===== config.mk =====
export PLATFORM = sky130hd
export DESIGN_NAME = bounded_indexed_list_engine
export DESIGN_NICKNAME = d
export VERILOG_FILES = /design/src/rtl/bile_pkg.sv /design/src/rtl/bounded_indexed_list_engine.sv /design/src/rtl/bile_dp.sv /design/src/rtl/bile_ctrl.sv
export VERILOG_INCLUDE_DIRS = /design/src /design/src/rtl
export SDC_FILE = /design/constraint.sdc
export NUM_CORES = 1
export LEC_CHECK = 0
export ABC_AREA = 1
export ABC_CLOCK_PERIOD_IN_PS = 8780
export BUFFER_PORTS_ARGS = -buffer_cell sky130_fd_sc_hd__buf_4
export CELL_PAD_IN_SITES_DETAIL_PLACEMENT = 1
export CELL_PAD_IN_SITES_GLOBAL_PLACEMENT = 1
export CORE_UTILIZATION = 50
export DETAILED_ROUTE_END_ITERATION = 16
export PLACE_DENSITY = 0.81
export SYNTH_ARGS = -nofsm -noshare
export SYNTH_HDL_FRONTEND = slang
export SYNTH_HIERARCHICAL = 1
export SYNTH_SLANG_ARGS = --single-unit

===== constraint.sdc =====
create_clock -name clk -period 8.78 [get_ports clk]
set_input_delay 0.878 -clock clk [delete_from_list [all_inputs] [get_ports clk]]
set_output_delay 0.878 -clock clk [all_outputs]
set_load 0.005 [all_outputs]

===== src/rtl/bounded_indexed_list_engine_macros.svh =====
// assertion macros for the bounded indexed list engine
// used by the modules that carry concurrent assertions; needs clk and rst_n in scope
`ifndef BOUNDED_INDEXED_LIST_ENGINE_MACROS_SVH
`define BOUNDED_INDEXED_LIST_ENGINE_MACROS_SVH
`ifndef NO_ASSERTIONS
`define BILE_ASSERT_IMP(lbl, a, c) \
    lbl: assert property (@(posedge clk) disable iff (!rst_n) (a) |-> (c)) \
        else $error("assertion failed");
`define BILE_ASSERT_NXT(lbl, a, c) \
    lbl: assert property (@(posedge clk) disable iff (!rst_n) (a) |=> (c)) \
        else $error("assertion failed");
`else
`define BILE_ASSERT_IMP(lbl, a, c)
`define BILE_ASSERT_NXT(lbl, a, c)
`endif
`endif


===== src/rtl/bile_pkg.sv =====
// shared types and codes for the bounded indexed list engine
// no dependencies; used by bile_ctrl, bile_dp and the top level
package bile_pkg;

    localparam logic [3:0] CMD_PUSH_FRONT = 4'd0;
    localparam logic [3:0] CMD_PUSH_BACK  = 4'd1;
    localparam logic [3:0] CMD_POP_FRONT  = 4'd2;
    localparam logic [3:0] CMD_POP_BACK   = 4'd3;
    localparam logic [3:0] CMD_FRONT      = 4'd4;
    localparam logic [3:0] CMD_BACK       = 4'd5;
    localparam logic [3:0] CMD_INSERT     = 4'd6;
    localparam logic [3:0] CMD_ERASE      = 4'd7;
    localparam logic [3:0] CMD_READ       = 4'd8;
    localparam logic [3:0] CMD_READ_END   = 4'd9;
    localparam logic [3:0] CMD_REVERSE    = 4'd10;
    localparam logic [3:0] CMD_REMOVE     = 4'd11;

    localparam logic [2:0] ST_OK       = 3'd0;
    localparam logic [2:0] ST_EMPTY    = 3'd1;
    localparam logic [2:0] ST_RANGE    = 3'd2;
    localparam logic [2:0] ST_NOTFOUND = 3'd3;
    localparam logic [2:0] ST_FULL     = 3'd4;

    localparam logic [2:0] OP_NONE  = 3'd0;
    localparam logic [2:0] OP_OPEN  = 3'd1;
    localparam logic [2:0] OP_POP   = 3'd2;
    localparam logic [2:0] OP_ERASE = 3'd3;
    localparam logic [2:0] OP_READ  = 3'd4;
    localparam logic [2:0] OP_REV   = 3'd5;
    localparam logic [2:0] OP_SCAN  = 3'd6;

    localparam logic [1:0] P_HOLD = 2'd0;
    localparam logic [1:0] P_INIT = 2'd1;
    localparam logic [1:0] P_INC  = 2'd2;
    localparam logic [1:0] P_DEC  = 2'd3;

    localparam logic [1:0] Q_HOLD = 2'd0;
    localparam logic [1:0] Q_INIT = 2'd1;
    localparam logic [1:0] Q_DEC  = 2'd2;

    localparam logic [1:0] RA_P   = 2'd0;
    localparam logic [1:0] RA_PM1 = 2'd1;
    localparam logic [1:0] RA_PP1 = 2'd2;
    localparam logic [1:0] RA_Q   = 2'd3;

    localparam logic WA_P = 1'b0;
    localparam logic WA_Q = 1'b1;

    localparam logic [1:0] WD_VAL   = 2'd0;
    localparam logic [1:0] WD_RDATA = 2'd1;
    localparam logic [1:0] WD_HOLD  = 2'd2;

    typedef struct packed {
        logic       load;
        logic       st_ld;
        logic [1:0] p_op;
        logic [1:0] q_op;
        logic       rd_en;
        logic [1:0] ra_sel;
        logic       wr_en;
        logic       wa_sel;
        logic [1:0] wd_sel;
        logic       hold_ld;
        logic       data_ld;
        logic       len_inc;
        logic       len_dec;
        logic       nf_set;
        logic       res_ld;
    } bile_cmd_t;

    typedef struct packed {
        logic [2:0] op;
        logic       err;
        logic       p_gt_pos;
        logic       p1_lt_len;
        logic       p_lt_q;
        logic       match;
        logic       out_free;
    } bile_stat_t;

endpackage


===== src/rtl/bounded_indexed_list_engine.sv =====
// top level of the bounded indexed list engine
// depends on bile_pkg, bile_ctrl and bile_dp
//
//  channel  handshake              payload
//  cmd      cmd_valid / cmd_ready  command, index, value
//  rsp      rsp_valid / rsp_ready  data, status, count
//
// each item passes accept, decode and result steps plus its memory walk:
// a shift copies each moved element, then finishes (push, insert, pop, erase, remove),
// a read issues and takes the word (pop, front, back, read), reverse swaps each pair,
// remove reads and compares each element probed; a failed command skips the walk
// the result step waits while the previous result is held; after it the next item is taken
// reset empties the list at once; element contents are not cleared
module bounded_indexed_list_engine #(
    parameter int DEPTH      = 16,
    parameter int DATA_WIDTH = 32
) (
    input  logic               clk,
    input  logic               rst_n,
    input  logic               cmd_valid,
    output logic               cmd_ready,
    input  logic [3:0]         command,
    input  logic [4:0]         index,
    input  logic signed [31:0] value,
    output logic               rsp_valid,
    input  logic               rsp_ready,
    output logic signed [31:0] data,
    output logic [2:0]         status,
    output logic [4:0]         count
);
    bile_pkg::bile_cmd_t  ctl;
    bile_pkg::bile_stat_t stat;

    bile_ctrl u_ctrl (
        .clk       (clk),
        .rst_n     (rst_n),
        .cmd_valid (cmd_valid),
        .cmd_ready (cmd_ready),
        .stat      (stat),
        .ctl       (ctl)
    );

    bile_dp #(
        .DEPTH      (DEPTH),
        .DATA_WIDTH (DATA_WIDTH)
    ) u_dp (
        .clk       (clk),
        .rst_n     (rst_n),
        .ctl       (ctl),
        .stat      (stat),
        .command   (command),
        .index     (index),
        .value     (value),
        .data      (data),
        .status    (status),
        .count     (count),
        .rsp_valid (rsp_valid),
        .rsp_ready (rsp_ready)
    );
endmodule


===== src/rtl/bile_dp.sv =====
// datapath of the list engine: element memory, pointers, count and result register
// depends on bile_pkg and bounded_indexed_list_engine_macros.svh
`include "bounded_indexed_list_engine_macros.svh"
module bile_dp #(
    parameter int DEPTH      = 16,
    parameter int DATA_WIDTH = 32
) (
    input  logic                   clk,
    input  logic                   rst_n,
    input  bile_pkg::bile_cmd_t    ctl,
    output bile_pkg::bile_stat_t   stat,
    input  logic [3:0]             command,
    input  logic [4:0]             index,
    input  logic signed [31:0]     value,
    output logic signed [31:0]     data,
    output logic [2:0]             status,
    output logic [4:0]             count,
    output logic                   rsp_valid,
    input  logic                   rsp_ready
);
    localparam int CW   = $clog2(DEPTH + 1);
    localparam int AW   = $clog2(DEPTH);
    localparam int CMPW = (CW > 5) ? CW : 5;

    logic [DATA_WIDTH-1:0] mem [DEPTH];
    logic [DATA_WIDTH-1:0] rdata_reg;
    logic [DATA_WIDTH-1:0] hold_reg;
    logic [DATA_WIDTH-1:0] val_reg;
    logic [DATA_WIDTH-1:0] dat_reg;
    logic [3:0]            cmd_reg;
    logic [4:0]            idx_reg;
    logic [CW-1:0]         len_reg;
    logic [CW-1:0]         p_reg;
    logic [CW-1:0]         q_reg;
    logic [2:0]            err_reg;
    logic                  nf_reg;
    logic                  rsp_valid_reg;
    logic signed [31:0]    data_reg;
    logic [2:0]            status_reg;
    logic [4:0]            count_reg;

    logic signed [63:0]    val_ext;
    logic [63:0]           dat_ext;
    logic [63:0]           len_ext;
    logic [CMPW-1:0]       len_x;
    logic [CMPW-1:0]       idx_x;
    logic [CW-1:0]         idx_c;
    logic [CW-1:0]         len_m1;
    logic [CW-1:0]         p_init;
    logic [CW-1:0]         pos;
    logic [CW-1:0]         ra;
    logic [CW-1:0]         wa;
    logic [DATA_WIDTH-1:0] wd;
    logic [2:0]            err_code;
    logic [2:0]            op;
    logic                  full;
    logic                  empty;

    assign val_ext = 64'(value);
    assign dat_ext = 64'(dat_reg);
    assign len_ext = 64'(len_reg);
    assign len_x   = CMPW'(len_reg);
    assign idx_x   = CMPW'(idx_reg);
    assign idx_c   = CW'(idx_reg);
    assign len_m1  = (len_reg == '0) ? '0 : len_reg - CW'(1);
    assign full    = (len_x == CMPW'(DEPTH));
    assign empty   = (len_reg == '0);

    always_comb
    begin
        err_code = bile_pkg::ST_OK;
        op       = bile_pkg::OP_NONE;
        p_init   = '0;
        pos      = '0;
        case (cmd_reg)
            bile_pkg::CMD_PUSH_FRONT:
            begin
                op       = bile_pkg::OP_OPEN;
                p_init   = len_reg;
                err_code = full ? bile_pkg::ST_FULL : bile_pkg::ST_OK;
            end
            bile_pkg::CMD_PUSH_BACK:
            begin
                op       = bile_pkg::OP_OPEN;
                p_init   = len_reg;
                pos      = len_reg;
                err_code = full ? bile_pkg::ST_FULL : bile_pkg::ST_OK;
            end
            bile_pkg::CMD_INSERT:
            begin
                op     = bile_pkg::OP_OPEN;
                p_init = len_reg;
                pos    = idx_c;
                if (full)
                    err_code = bile_pkg::ST_FULL;
                else if (idx_x > len_x)
                    err_code = bile_pkg::ST_RANGE;
            end
            bile_pkg::CMD_POP_FRONT, bile_pkg::CMD_POP_BACK:
            begin
                op       = bile_pkg::OP_POP;
                p_init   = (cmd_reg == bile_pkg::CMD_POP_BACK) ? len_m1 : '0;
                err_code = empty ? bile_pkg::ST_EMPTY : bile_pkg::ST_OK;
            end
            bile_pkg::CMD_FRONT, bile_pkg::CMD_BACK:
            begin
                op       = bile_pkg::OP_READ;
                p_init   = (cmd_reg == bile_pkg::CMD_BACK) ? len_m1 : '0;
                err_code = empty ? bile_pkg::ST_EMPTY : bile_pkg::ST_OK;
            end
            bile_pkg::CMD_ERASE, bile_pkg::CMD_READ:
            begin
                op     = (cmd_reg == bile_pkg::CMD_ERASE) ? bile_pkg::OP_ERASE
                                                          : bile_pkg::OP_READ;
                p_init = idx_c;
                if (empty)
                    err_code = bile_pkg::ST_EMPTY;
                else if (idx_x >= len_x)
                    err_code = bile_pkg::ST_RANGE;
            end
            bile_pkg::CMD_READ_END:
            begin
                op     = bile_pkg::OP_READ;
                p_init = CW'(len_x - idx_x);
                if (empty)
                    err_code = bile_pkg::ST_EMPTY;
                else if (idx_x == '0 || idx_x > len_x)
                    err_code = bile_pkg::ST_RANGE;
            end
            bile_pkg::CMD_REVERSE:
            begin
                op = bile_pkg::OP_REV;
            end
            bile_pkg::CMD_REMOVE:
            begin
                op       = bile_pkg::OP_SCAN;
                err_code = empty ? bile_pkg::ST_EMPTY : bile_pkg::ST_OK;
            end
            default:
            begin
                op = bile_pkg::OP_NONE;
            end
        endcase
    end

    always_comb
    begin
        case (ctl.ra_sel)
            bile_pkg::RA_PM1: ra = p_reg - CW'(1);
            bile_pkg::RA_PP1: ra = p_reg + CW'(1);
            bile_pkg::RA_Q:   ra = q_reg;
            default:          ra = p_reg;
        endcase
        wa = (ctl.wa_sel == bile_pkg::WA_Q) ? q_reg : p_reg;
        case (ctl.wd_sel)
            bile_pkg::WD_RDATA: wd = rdata_reg;
            bile_pkg::WD_HOLD:  wd = hold_reg;
            default:            wd = val_reg;
        endcase
    end

    always_ff @(posedge clk)
    begin
        if (ctl.wr_en)
            mem[wa[AW-1:0]] <= wd;
        if (ctl.rd_en)
            rdata_reg <= mem[ra[AW-1:0]];
    end

    always_ff @(posedge clk)
    begin
        if (ctl.load)
        begin
            cmd_reg <= command;
            idx_reg <= index;
            val_reg <= val_ext[DATA_WIDTH-1:0];
            dat_reg <= '0;
        end
        else if (ctl.data_ld)
            dat_reg <= rdata_reg;
        if (ctl.hold_ld)
            hold_reg <= rdata_reg;
        // status is fixed at decode, before the count moves
        if (ctl.st_ld)
            err_reg <= err_code;
        case (ctl.p_op)
            bile_pkg::P_INIT: p_reg <= p_init;
            bile_pkg::P_INC:  p_reg <= p_reg + CW'(1);
            bile_pkg::P_DEC:  p_reg <= p_reg - CW'(1);
            default:          p_reg <= p_reg;
        endcase
        case (ctl.q_op)
            bile_pkg::Q_INIT: q_reg <= len_m1;
            bile_pkg::Q_DEC:  q_reg <= q_reg - CW'(1);
            default:          q_reg <= q_reg;
        endcase
        if (ctl.res_ld)
        begin
            data_reg   <= signed'(dat_ext[31:0]);
            status_reg <= nf_reg ? bile_pkg::ST_NOTFOUND : err_reg;
            count_reg  <= len_ext[4:0];
        end
    end

    always_ff @(posedge clk or negedge rst_n)
    begin
        if (!rst_n)
        begin
            len_reg       <= '0;
            nf_reg        <= 1'b0;
            rsp_valid_reg <= 1'b0;
        end
        else
        begin
            if (ctl.len_inc)
                len_reg <= len_reg + CW'(1);
            else if (ctl.len_dec)
                len_reg <= len_reg - CW'(1);
            if (ctl.load)
                nf_reg <= 1'b0;
            else if (ctl.nf_set)
                nf_reg <= 1'b1;
            if (ctl.res_ld)
                rsp_valid_reg <= 1'b1;
            else if (rsp_ready)
                rsp_valid_reg <= 1'b0;
        end
    end

    assign stat.op        = op;
    assign stat.err       = (err_code != bile_pkg::ST_OK);
    assign stat.p_gt_pos  = (p_reg > pos);
    assign stat.p1_lt_len = ({1'b0, p_reg} + (CW + 1)'(1)) < {1'b0, len_reg};
    assign stat.p_lt_q    = (p_reg < q_reg);
    assign stat.match     = (rdata_reg == val_reg);
    assign stat.out_free  = !rsp_valid_reg || rsp_ready;

    assign data      = data_reg;
    assign status    = status_reg;
    assign count     = count_reg;
    assign rsp_valid = rsp_valid_reg;

    `BILE_ASSERT_IMP(a_inc_not_full, ctl.len_inc, len_reg < CW'(DEPTH))
    `BILE_ASSERT_IMP(a_dec_not_empty, ctl.len_dec, len_reg != '0)
    `BILE_ASSERT_IMP(a_res_free, ctl.res_ld, !rsp_valid_reg || rsp_ready)
    `BILE_ASSERT_NXT(a_load_clears_nf, ctl.load, !nf_reg)
endmodule


===== src/rtl/bile_ctrl.sv =====
// controller of the list engine: sequences memory reads, writes and pointer steps
// depends on bile_pkg
module bile_ctrl (
    input  logic                 clk,
    input  logic                 rst_n,
    input  logic                 cmd_valid,
    output logic                 cmd_ready,
    input  bile_pkg::bile_stat_t stat,
    output bile_pkg::bile_cmd_t  ctl
);
    localparam logic [3:0] S_IDLE      = 4'd0;
    localparam logic [3:0] S_DECODE    = 4'd1;
    localparam logic [3:0] S_OPEN_CHK  = 4'd2;
    localparam logic [3:0] S_OPEN_WR   = 4'd3;
    localparam logic [3:0] S_RD_ISSUE  = 4'd4;
    localparam logic [3:0] S_RD_TAKE   = 4'd5;
    localparam logic [3:0] S_CLOSE_CHK = 4'd6;
    localparam logic [3:0] S_CLOSE_WR  = 4'd7;
    localparam logic [3:0] S_REV_CHK   = 4'd8;
    localparam logic [3:0] S_REV_RDB   = 4'd9;
    localparam logic [3:0] S_REV_WRA   = 4'd10;
    localparam logic [3:0] S_REV_WRB   = 4'd11;
    localparam logic [3:0] S_SCAN_RD   = 4'd12;
    localparam logic [3:0] S_SCAN_CMP  = 4'd13;
    localparam logic [3:0] S_DONE      = 4'd14;

    logic [3:0] state_reg;
    logic [3:0] state_next;

    always_comb
    begin
        ctl        = '0;
        state_next = state_reg;
        cmd_ready  = 1'b0;
        case (state_reg)
            S_IDLE:
            begin
                cmd_ready = 1'b1;
                if (cmd_valid)
                begin
                    ctl.load   = 1'b1;
                    state_next = S_DECODE;
                end
            end
            S_DECODE:
            begin
                ctl.st_ld = 1'b1;
                ctl.p_op  = bile_pkg::P_INIT;
                ctl.q_op  = bile_pkg::Q_INIT;
                if (stat.err)
                    state_next = S_DONE;
                else
                begin
                    case (stat.op)
                        bile_pkg::OP_OPEN:  state_next = S_OPEN_CHK;
                        bile_pkg::OP_POP:   state_next = S_RD_ISSUE;
                        bile_pkg::OP_READ:  state_next = S_RD_ISSUE;
                        bile_pkg::OP_ERASE: state_next = S_CLOSE_CHK;
                        bile_pkg::OP_REV:   state_next = S_REV_CHK;
                        bile_pkg::OP_SCAN:  state_next = S_SCAN_RD;
                        default:            state_next = S_DONE;
                    endcase
                end
            end
            S_OPEN_CHK:
            begin
                if (stat.p_gt_pos)
                begin
                    ctl.rd_en  = 1'b1;
                    ctl.ra_sel = bile_pkg::RA_PM1;
                    state_next = S_OPEN_WR;
                end
                else
                begin
                    ctl.wr_en   = 1'b1;
                    ctl.wa_sel  = bile_pkg::WA_P;
                    ctl.wd_sel  = bile_pkg::WD_VAL;
                    ctl.len_inc = 1'b1;
                    state_next  = S_DONE;
                end
            end
            S_OPEN_WR:
            begin
                ctl.wr_en  = 1'b1;
                ctl.wa_sel = bile_pkg::WA_P;
                ctl.wd_sel = bile_pkg::WD_RDATA;
                ctl.p_op   = bile_pkg::P_DEC;
                state_next = S_OPEN_CHK;
            end
            S_RD_ISSUE:
            begin
                ctl.rd_en  = 1'b1;
                ctl.ra_sel = bile_pkg::RA_P;
                state_next = S_RD_TAKE;
            end
            S_RD_TAKE:
            begin
                ctl.data_ld = 1'b1;
                state_next  = (stat.op == bile_pkg::OP_POP) ? S_CLOSE_CHK : S_DONE;
            end
            S_CLOSE_CHK:
            begin
                if (stat.p1_lt_len)
                begin
                    ctl.rd_en  = 1'b1;
                    ctl.ra_sel = bile_pkg::RA_PP1;
                    state_next = S_CLOSE_WR;
                end
                else
                begin
                    ctl.len_dec = 1'b1;
                    state_next  = S_DONE;
                end
            end
            S_CLOSE_WR:
            begin
                ctl.wr_en  = 1'b1;
                ctl.wa_sel = bile_pkg::WA_P;
                ctl.wd_sel = bile_pkg::WD_RDATA;
                ctl.p_op   = bile_pkg::P_INC;
                state_next = S_CLOSE_CHK;
            end
            S_REV_CHK:
            begin
                if (stat.p_lt_q)
                begin
                    ctl.rd_en  = 1'b1;
                    ctl.ra_sel = bile_pkg::RA_P;
                    state_next = S_REV_RDB;
                end
                else
                    state_next = S_DONE;
            end
            S_REV_RDB:
            begin
                ctl.hold_ld = 1'b1;
                ctl.rd_en   = 1'b1;
                ctl.ra_sel  = bile_pkg::RA_Q;
                state_next  = S_REV_WRA;
            end
            S_REV_WRA:
            begin
                ctl.wr_en  = 1'b1;
                ctl.wa_sel = bile_pkg::WA_P;
                ctl.wd_sel = bile_pkg::WD_RDATA;
                state_next = S_REV_WRB;
            end
            S_REV_WRB:
            begin
                ctl.wr_en  = 1'b1;
                ctl.wa_sel = bile_pkg::WA_Q;
                ctl.wd_sel = bile_pkg::WD_HOLD;
                ctl.p_op   = bile_pkg::P_INC;
                ctl.q_op   = bile_pkg::Q_DEC;
                state_next = S_REV_CHK;
            end
            S_SCAN_RD:
            begin
                ctl.rd_en  = 1'b1;
                ctl.ra_sel = bile_pkg::RA_P;
                state_next = S_SCAN_CMP;
            end
            S_SCAN_CMP:
            begin
                if (stat.match)
                    state_next = S_CLOSE_CHK;
                else if (!stat.p1_lt_len)
                begin
                    ctl.nf_set = 1'b1;
                    state_next = S_DONE;
                end
                else
                begin
                    ctl.p_op   = bile_pkg::P_INC;
                    state_next = S_SCAN_RD;
                end
            end
            S_DONE:
            begin
                if (stat.out_free)
                begin
                    ctl.res_ld = 1'b1;
                    state_next = S_IDLE;
                end
            end
            default:
            begin
                state_next = S_IDLE;
            end
        endcase
    end

    always_ff @(posedge clk or negedge rst_n)
    begin
        if (!rst_n)
            state_reg <= S_IDLE;
        else
            state_reg <= state_next;
    end
endmodule


## After elaboration in Yosys (flattened, before gate mapping)

Memories as Yosys holds them, arrays and structs flattened. A register that Yosys moved wholly into a read port is not among the register bits.
Cells that the tools add are included.

| word-level totals | value |
|---|---|
| input port bits | 45 |
| memory bits (writable) | 512 |
| register bits | 169 |
| memories kept | 1 |

| cells by class | value |
|---|---|
| reductions and logical operators | 25 |
| muxes and demuxes | 64 |
| equal/unequal tests | 45 |
| order comparisons | 5 |
| add/subtract/negate cells | 7 |

Memory list:

| memory | depth | width | rd ports | clocked after Yosys merged registers in | wr ports | line | RTL |
|---|---|---|---|---|---|---|---|
| u_dp.mem | 16 | 32 | 1 | 1 | 1 | bile_dp.sv:25 | `logic [DATA_WIDTH-1:0] mem [DEPTH];` |

Operator list:

| kind | count |
|---|---|
| $pmux 32 s2 | 1 |
| $pmux 4 s15 | 1 |
| $eq 4x4->1 const B | 11 |
| $mux 4 | 9 |
| $eq 32x32->1 | 1 |
| $eq 4x3->1 const B | 8 |
| $pmux 3 s5 | 2 |
| $mux 3 | 9 |
| $mux 5 | 5 |
| $pmux 5 s5 | 1 |
| $pmux 4 s3 | 2 |
| $mux 1 | 21 |
| $pmux 4 s5 | 1 |
| $pmux 5 s2 | 2 |
| $pmux 3 s6 | 1 |
| $eq 4x2->1 const B | 4 |
| $pmux 5 s3 | 1 |
| $sub 5x1->5 const B | 3 |
| $reduce_or 2->1 | 7 |
| $eq 2x2->1 const B | 6 |
| $mux 2 | 6 |
| $add 5x1->5 const B | 2 |
| $gt 5x5->1 | 2 |
| $logic_not 5->1 | 2 |
| 22 further kinds | 38 |

## Logic depth before layout (Yosys ltp)

| logic depth | value |
|---|---|
| depth after elaboration | 8 |
| depth in mapped cells | 26 |
| gate-level depth less buffers | 23 |

## Hierarchy

The synthesis kept the hierarchy.

By module, submodules not included:

| module | cells an instance | area an instance (µm²) | times used |
|---|---|---|---|
| bile_dp | 2,820 | 31,009.7 | 1 |
| bile_ctrl | 106 | 593.1 | 1 |

## Least setup slack after synthesis

No wires, ideal clock.

| path | value |
|---|---|
| path kind | register to register |
| start | register u_dp.cmd_reg[3] |
| end | memory u_dp.mem[11][0], enable pin |
| arrival time | 4.378 ns |
| required time | 8.319 ns |
| library setup time | 0.461 ns |
| buffers on the path | 0 |
| path slack | 3.941 ns |
| stages on the path, launching flop included | 16 |
| cells stage by stage | edfxtp_1 nor2_1 nand2_1 o22ai_1 inv_1 ha_1 a21oi_1 nor2_1 o21bai_1 a32oi_1 inv_1 nand3_1 nand2_1 or2_1 inv_1 nor3_1 |

RTL lines:

| item | line | RTL |
|---|---|---|
| from (decl) | bile_dp.sv:30 | `logic [3:0] cmd_reg;` |
| from (signal assigned) | bile_dp.sv:174 | `cmd_reg <= command;` |
| to (decl) | bile_dp.sv:25 |  |

==> impl_metrics.tcl <==
set metrics [dict create \
    status "finished with violations" \
    violations "max-capacitance violations, max-slew violations" \
    wirelength_um 97300 \
    dieHeight_um 253.4 \
    r2r-start "u_dp/p_reg[1]" \
    cp-end-kind "flop" \
    synth_edf_count 670 \
    yosysWarnings 6 \
    drv_cap 1 \
    synth_top_cell_by_area "edfxtp_1" \
    drc 0 \
    yosysSeqAreaShare 0.6656 \
    period_share 0.6479 \
    ys.flop_type "edfxtp_1" \
    netlist.area_leader.share 0.6366 \
    clock_latency_ps 630 \
    p_total_mw 15.70 \
    dp_hpwl_um 55230 \
    grt_max_degree 205 \
    post_cts_buffers 0 \
    gp_congestion 0.8663 \
    leakagePower_nw 14.00 \
    cts-hold-fix-buffers 0 \
    cts_resized 0 \
    antenna_found_initial 2 \
    firstDrtPassIters 5 \
    tns_ps 0 \
    die_w_um 253.4 \
    cts.sinks 713 \
    maxSlewViolCount 17 \
    cts_buffers 76 \
    drive_gt1_frac 0.09977 \
    portBuffers 86 \
    timing.rr.end "u_dp/rdata_reg[6]" \
    p_sw_mw 7.081 \
    r2r_slack_ps 3090 \
    finalClockSkew_ps 18.82 \
    ys_ff_latch 713 \
    rsz0062_at_grt "false" \
    grt_pass1_wl_um 145400 \
    coreArea_um2 62050 \
    cp.required_ps 9140 \
    n_antenna_cell 0 \
    synth.area.top_cells "edfxtp_1 64%, nand3_1 8.6%, nand2_1 7.5%" \
    largest_reg_flops 512 \
    seq_power_share 0.345 \
    hold_viol_final 0 \
    die_area_um2 64210 \
    area_growth_pct 12.19 \
    finalCriticalPeriod_ps 5688 \
    path_clk_slew_ps 60 \
    yosysUniqueCellTypes 47 \
    async_flop_share 0.01543 \
    synth.avg_cell_area_um2 10.80 \
    globalRouteTotalUtil 0.3056 \
    initialDrtViolationCount 2419 \
    n_fill_cell 6496 \
    clockBufferDepth 3 \
    worstHoldPathType "input pin to asynchronous set/reset pin" \
    synthCells 2926 \
    cts_tree "built" \
    tightest_slew_ps 1510 \
    via_count 22950 \
    p_per_area_nw_per_um2 442.7 \
    antenna_left 0 \
    slew_headroom -0.006962 \
    p_sw_frac 0.4511 \
    nets 3048 \
    worst-path-max-fanout 130 \
    pwr-share-comb 0.458 \
    arrival_ps 6050 \
    setup_viol 0 \
    root_buffer "clkbuf_16" \
    worst_hold_slack_ps 82.21 \
    start_kind "flop" \
    fin_util 0.5714 \
    viasPerCell 5.924 \
    pin_count 87 \
    synth_area_um2 31600 \
    avgRoutedWirePerCell_um 25.12 \
    htreeDepth 3 \
    start_util 0.5093 \
    ff2ff_path_depth 20 \
    pwr-share-clk 0.196 \
    synth_nets 2998 \
    worstSetupPathType "flop to flop" \
    p_int_mw 8.615 \
    peakVddDrop_uv 479.4 \
    fmax_mhz 175.8 \
    grt_pass1_vias 24290 \
    grt-ovfl-total 0 \
    rows 91 \
]
## critical path, cell delays in order, from the launching register on
cell	delay (ps)
edfxtp_1	640
inv_1	120
ha_1	380
ha_1	300
a21oi_1	150
nor2_1	50
o21ai_0	150
a21boi_0	110
nor3_1	490
nand3_2	160
nand2_1	220
inv_2	100
nand2_4	140
nand3_4	540
nand3_4	570
buf_12	490
nand2_1	160
nand3_1	110
nand3_1	120
nand3_1	180
nand2_1	90
## how the worst max path moves through the flow
stage,from,slack [ps],cells after the start,endpoint
5_1_grt,u_dp/p_reg[0],2620,20,u_dp/rdata_reg[10]
4_1_cts,u_dp/p_reg[0],3050,20,u_dp/rdata_reg[6]
3_3_place_gp,u_dp/p_reg[0],3410,20,u_dp/rdata_reg[13]
3_5_place_dp,u_dp/p_reg[0],3160,20,u_dp/rdata_reg[8]
2_1_floorplan,u_dp/cmd_reg[3],3940,15,u_dp/mem[11][0]
6_report,u_dp/p_reg[1],3090,20,u_dp/rdata_reg[6]
## per-stage QoR
step / instances / instance area [um2] / worst slack, ps
2_1_floorplan: 2926 / 31600 / 3941
3_3_place_gp: 3734 / 33080 / 3405
3_5_place_dp: 3734 / 33080 / 3158
4_1_cts: 3873 / 35440 / 3049
5_1_grt: 3874 / 35460 / 2620
6_report: 3874 / 35460 / 3092
## synth_stat cells (all sizes together), types with 13 or more instances
cell type,number
a21oi,98
ha,26
inv,373
or2,13
clkbuf,33
o21ai,37
nand4,13
nor2,95
nand2,641
edfxtp,670
dfxtp,32
buf,126
xnor2,18
xor2,16
nand3,546
nand3b,131
## area by class of cell
class | instances | area (um2) | area share
Inverter | 373 | 1406 | 0.03967
Timing Repair Buffer | 131 | 1046 | 0.02950
Clock buffer | 98 | 2057 | 0.05802
Multi-Input combinational cell | 1681 | 8566 | 0.2416
Sequential cell | 713 | 21040 | 0.5933
Tap cell | 837 | 1047 | 0.02954
Clock inverter | 41 | 297.8 | 0.008399
## placed cells by master (no fill, tap or decap), types with 18 or more instances in the layout
| cell type | Yosys | layout |
|---|---|---|
| edfxtp_1 | 670 | 670 |
| nand2_1 | 635 | 635 |
| nand3_1 | 541 | 541 |
| inv_1 | 362 | 362 |
| nand3b_1 | 131 | 131 |
| buf_4 | 20 | 126 |
| a21oi_1 | 97 | 92 |
| clkbuf_16 | 0 | 78 |
| nor2_1 | 89 | 75 |
| dfxtp_1 | 32 | 32 |
| o21ai_0 | 31 | 31 |
| ha_1 | 26 | 25 |
| xnor2_1 | 18 | 18 |
## logic make-up (layout without fill, tap and decap cells)
family | count (synthesis) | count (layout) | synth area share
DFF | 713 | 713 | 0.6656
and+or+nand+nor | 1450 | 1450 | 0.2143
adders and majority gates | 27 | 27 | 0.01093
buffers and inverters | 532 | 643 | 0.06988
xor gates and xnor gates | 34 | 34 | 0.009423
AOI/OAI and AO/OA | 170 | 170 | 0.02981
## power groups by stage
| stage | combinational (mW) | sequential, mW | clock [mW] |
|---|---|---|---|
| 3_3_place_gp | 6.55 | 5.42 | 0 |
| 6_report | 7.20 | 5.42 | 3.08 |
| 4_1_cts | 7.08 | 5.40 | 3.12 |
| 5_1_grt | 7.77 | 5.45 | 3.22 |
| 3_5_place_dp | 6.93 | 5.46 | 0 |
| 2_1_floorplan | 4.75 | 5.25 | 0 |
## metal layers
metal / share of wire / up-vias / track usage
li1: - / 10070 / -
met1: 0.39 / 11450 / 0.3883
met2: 0.48 / 1146 / 0.5090
met3: 0.092 / 280 / 0.05438
met4: 0.043 / 0 / 0.1404
met5: 0 / - / 0
Note: power is estimated with default switching activity, not from simulation.
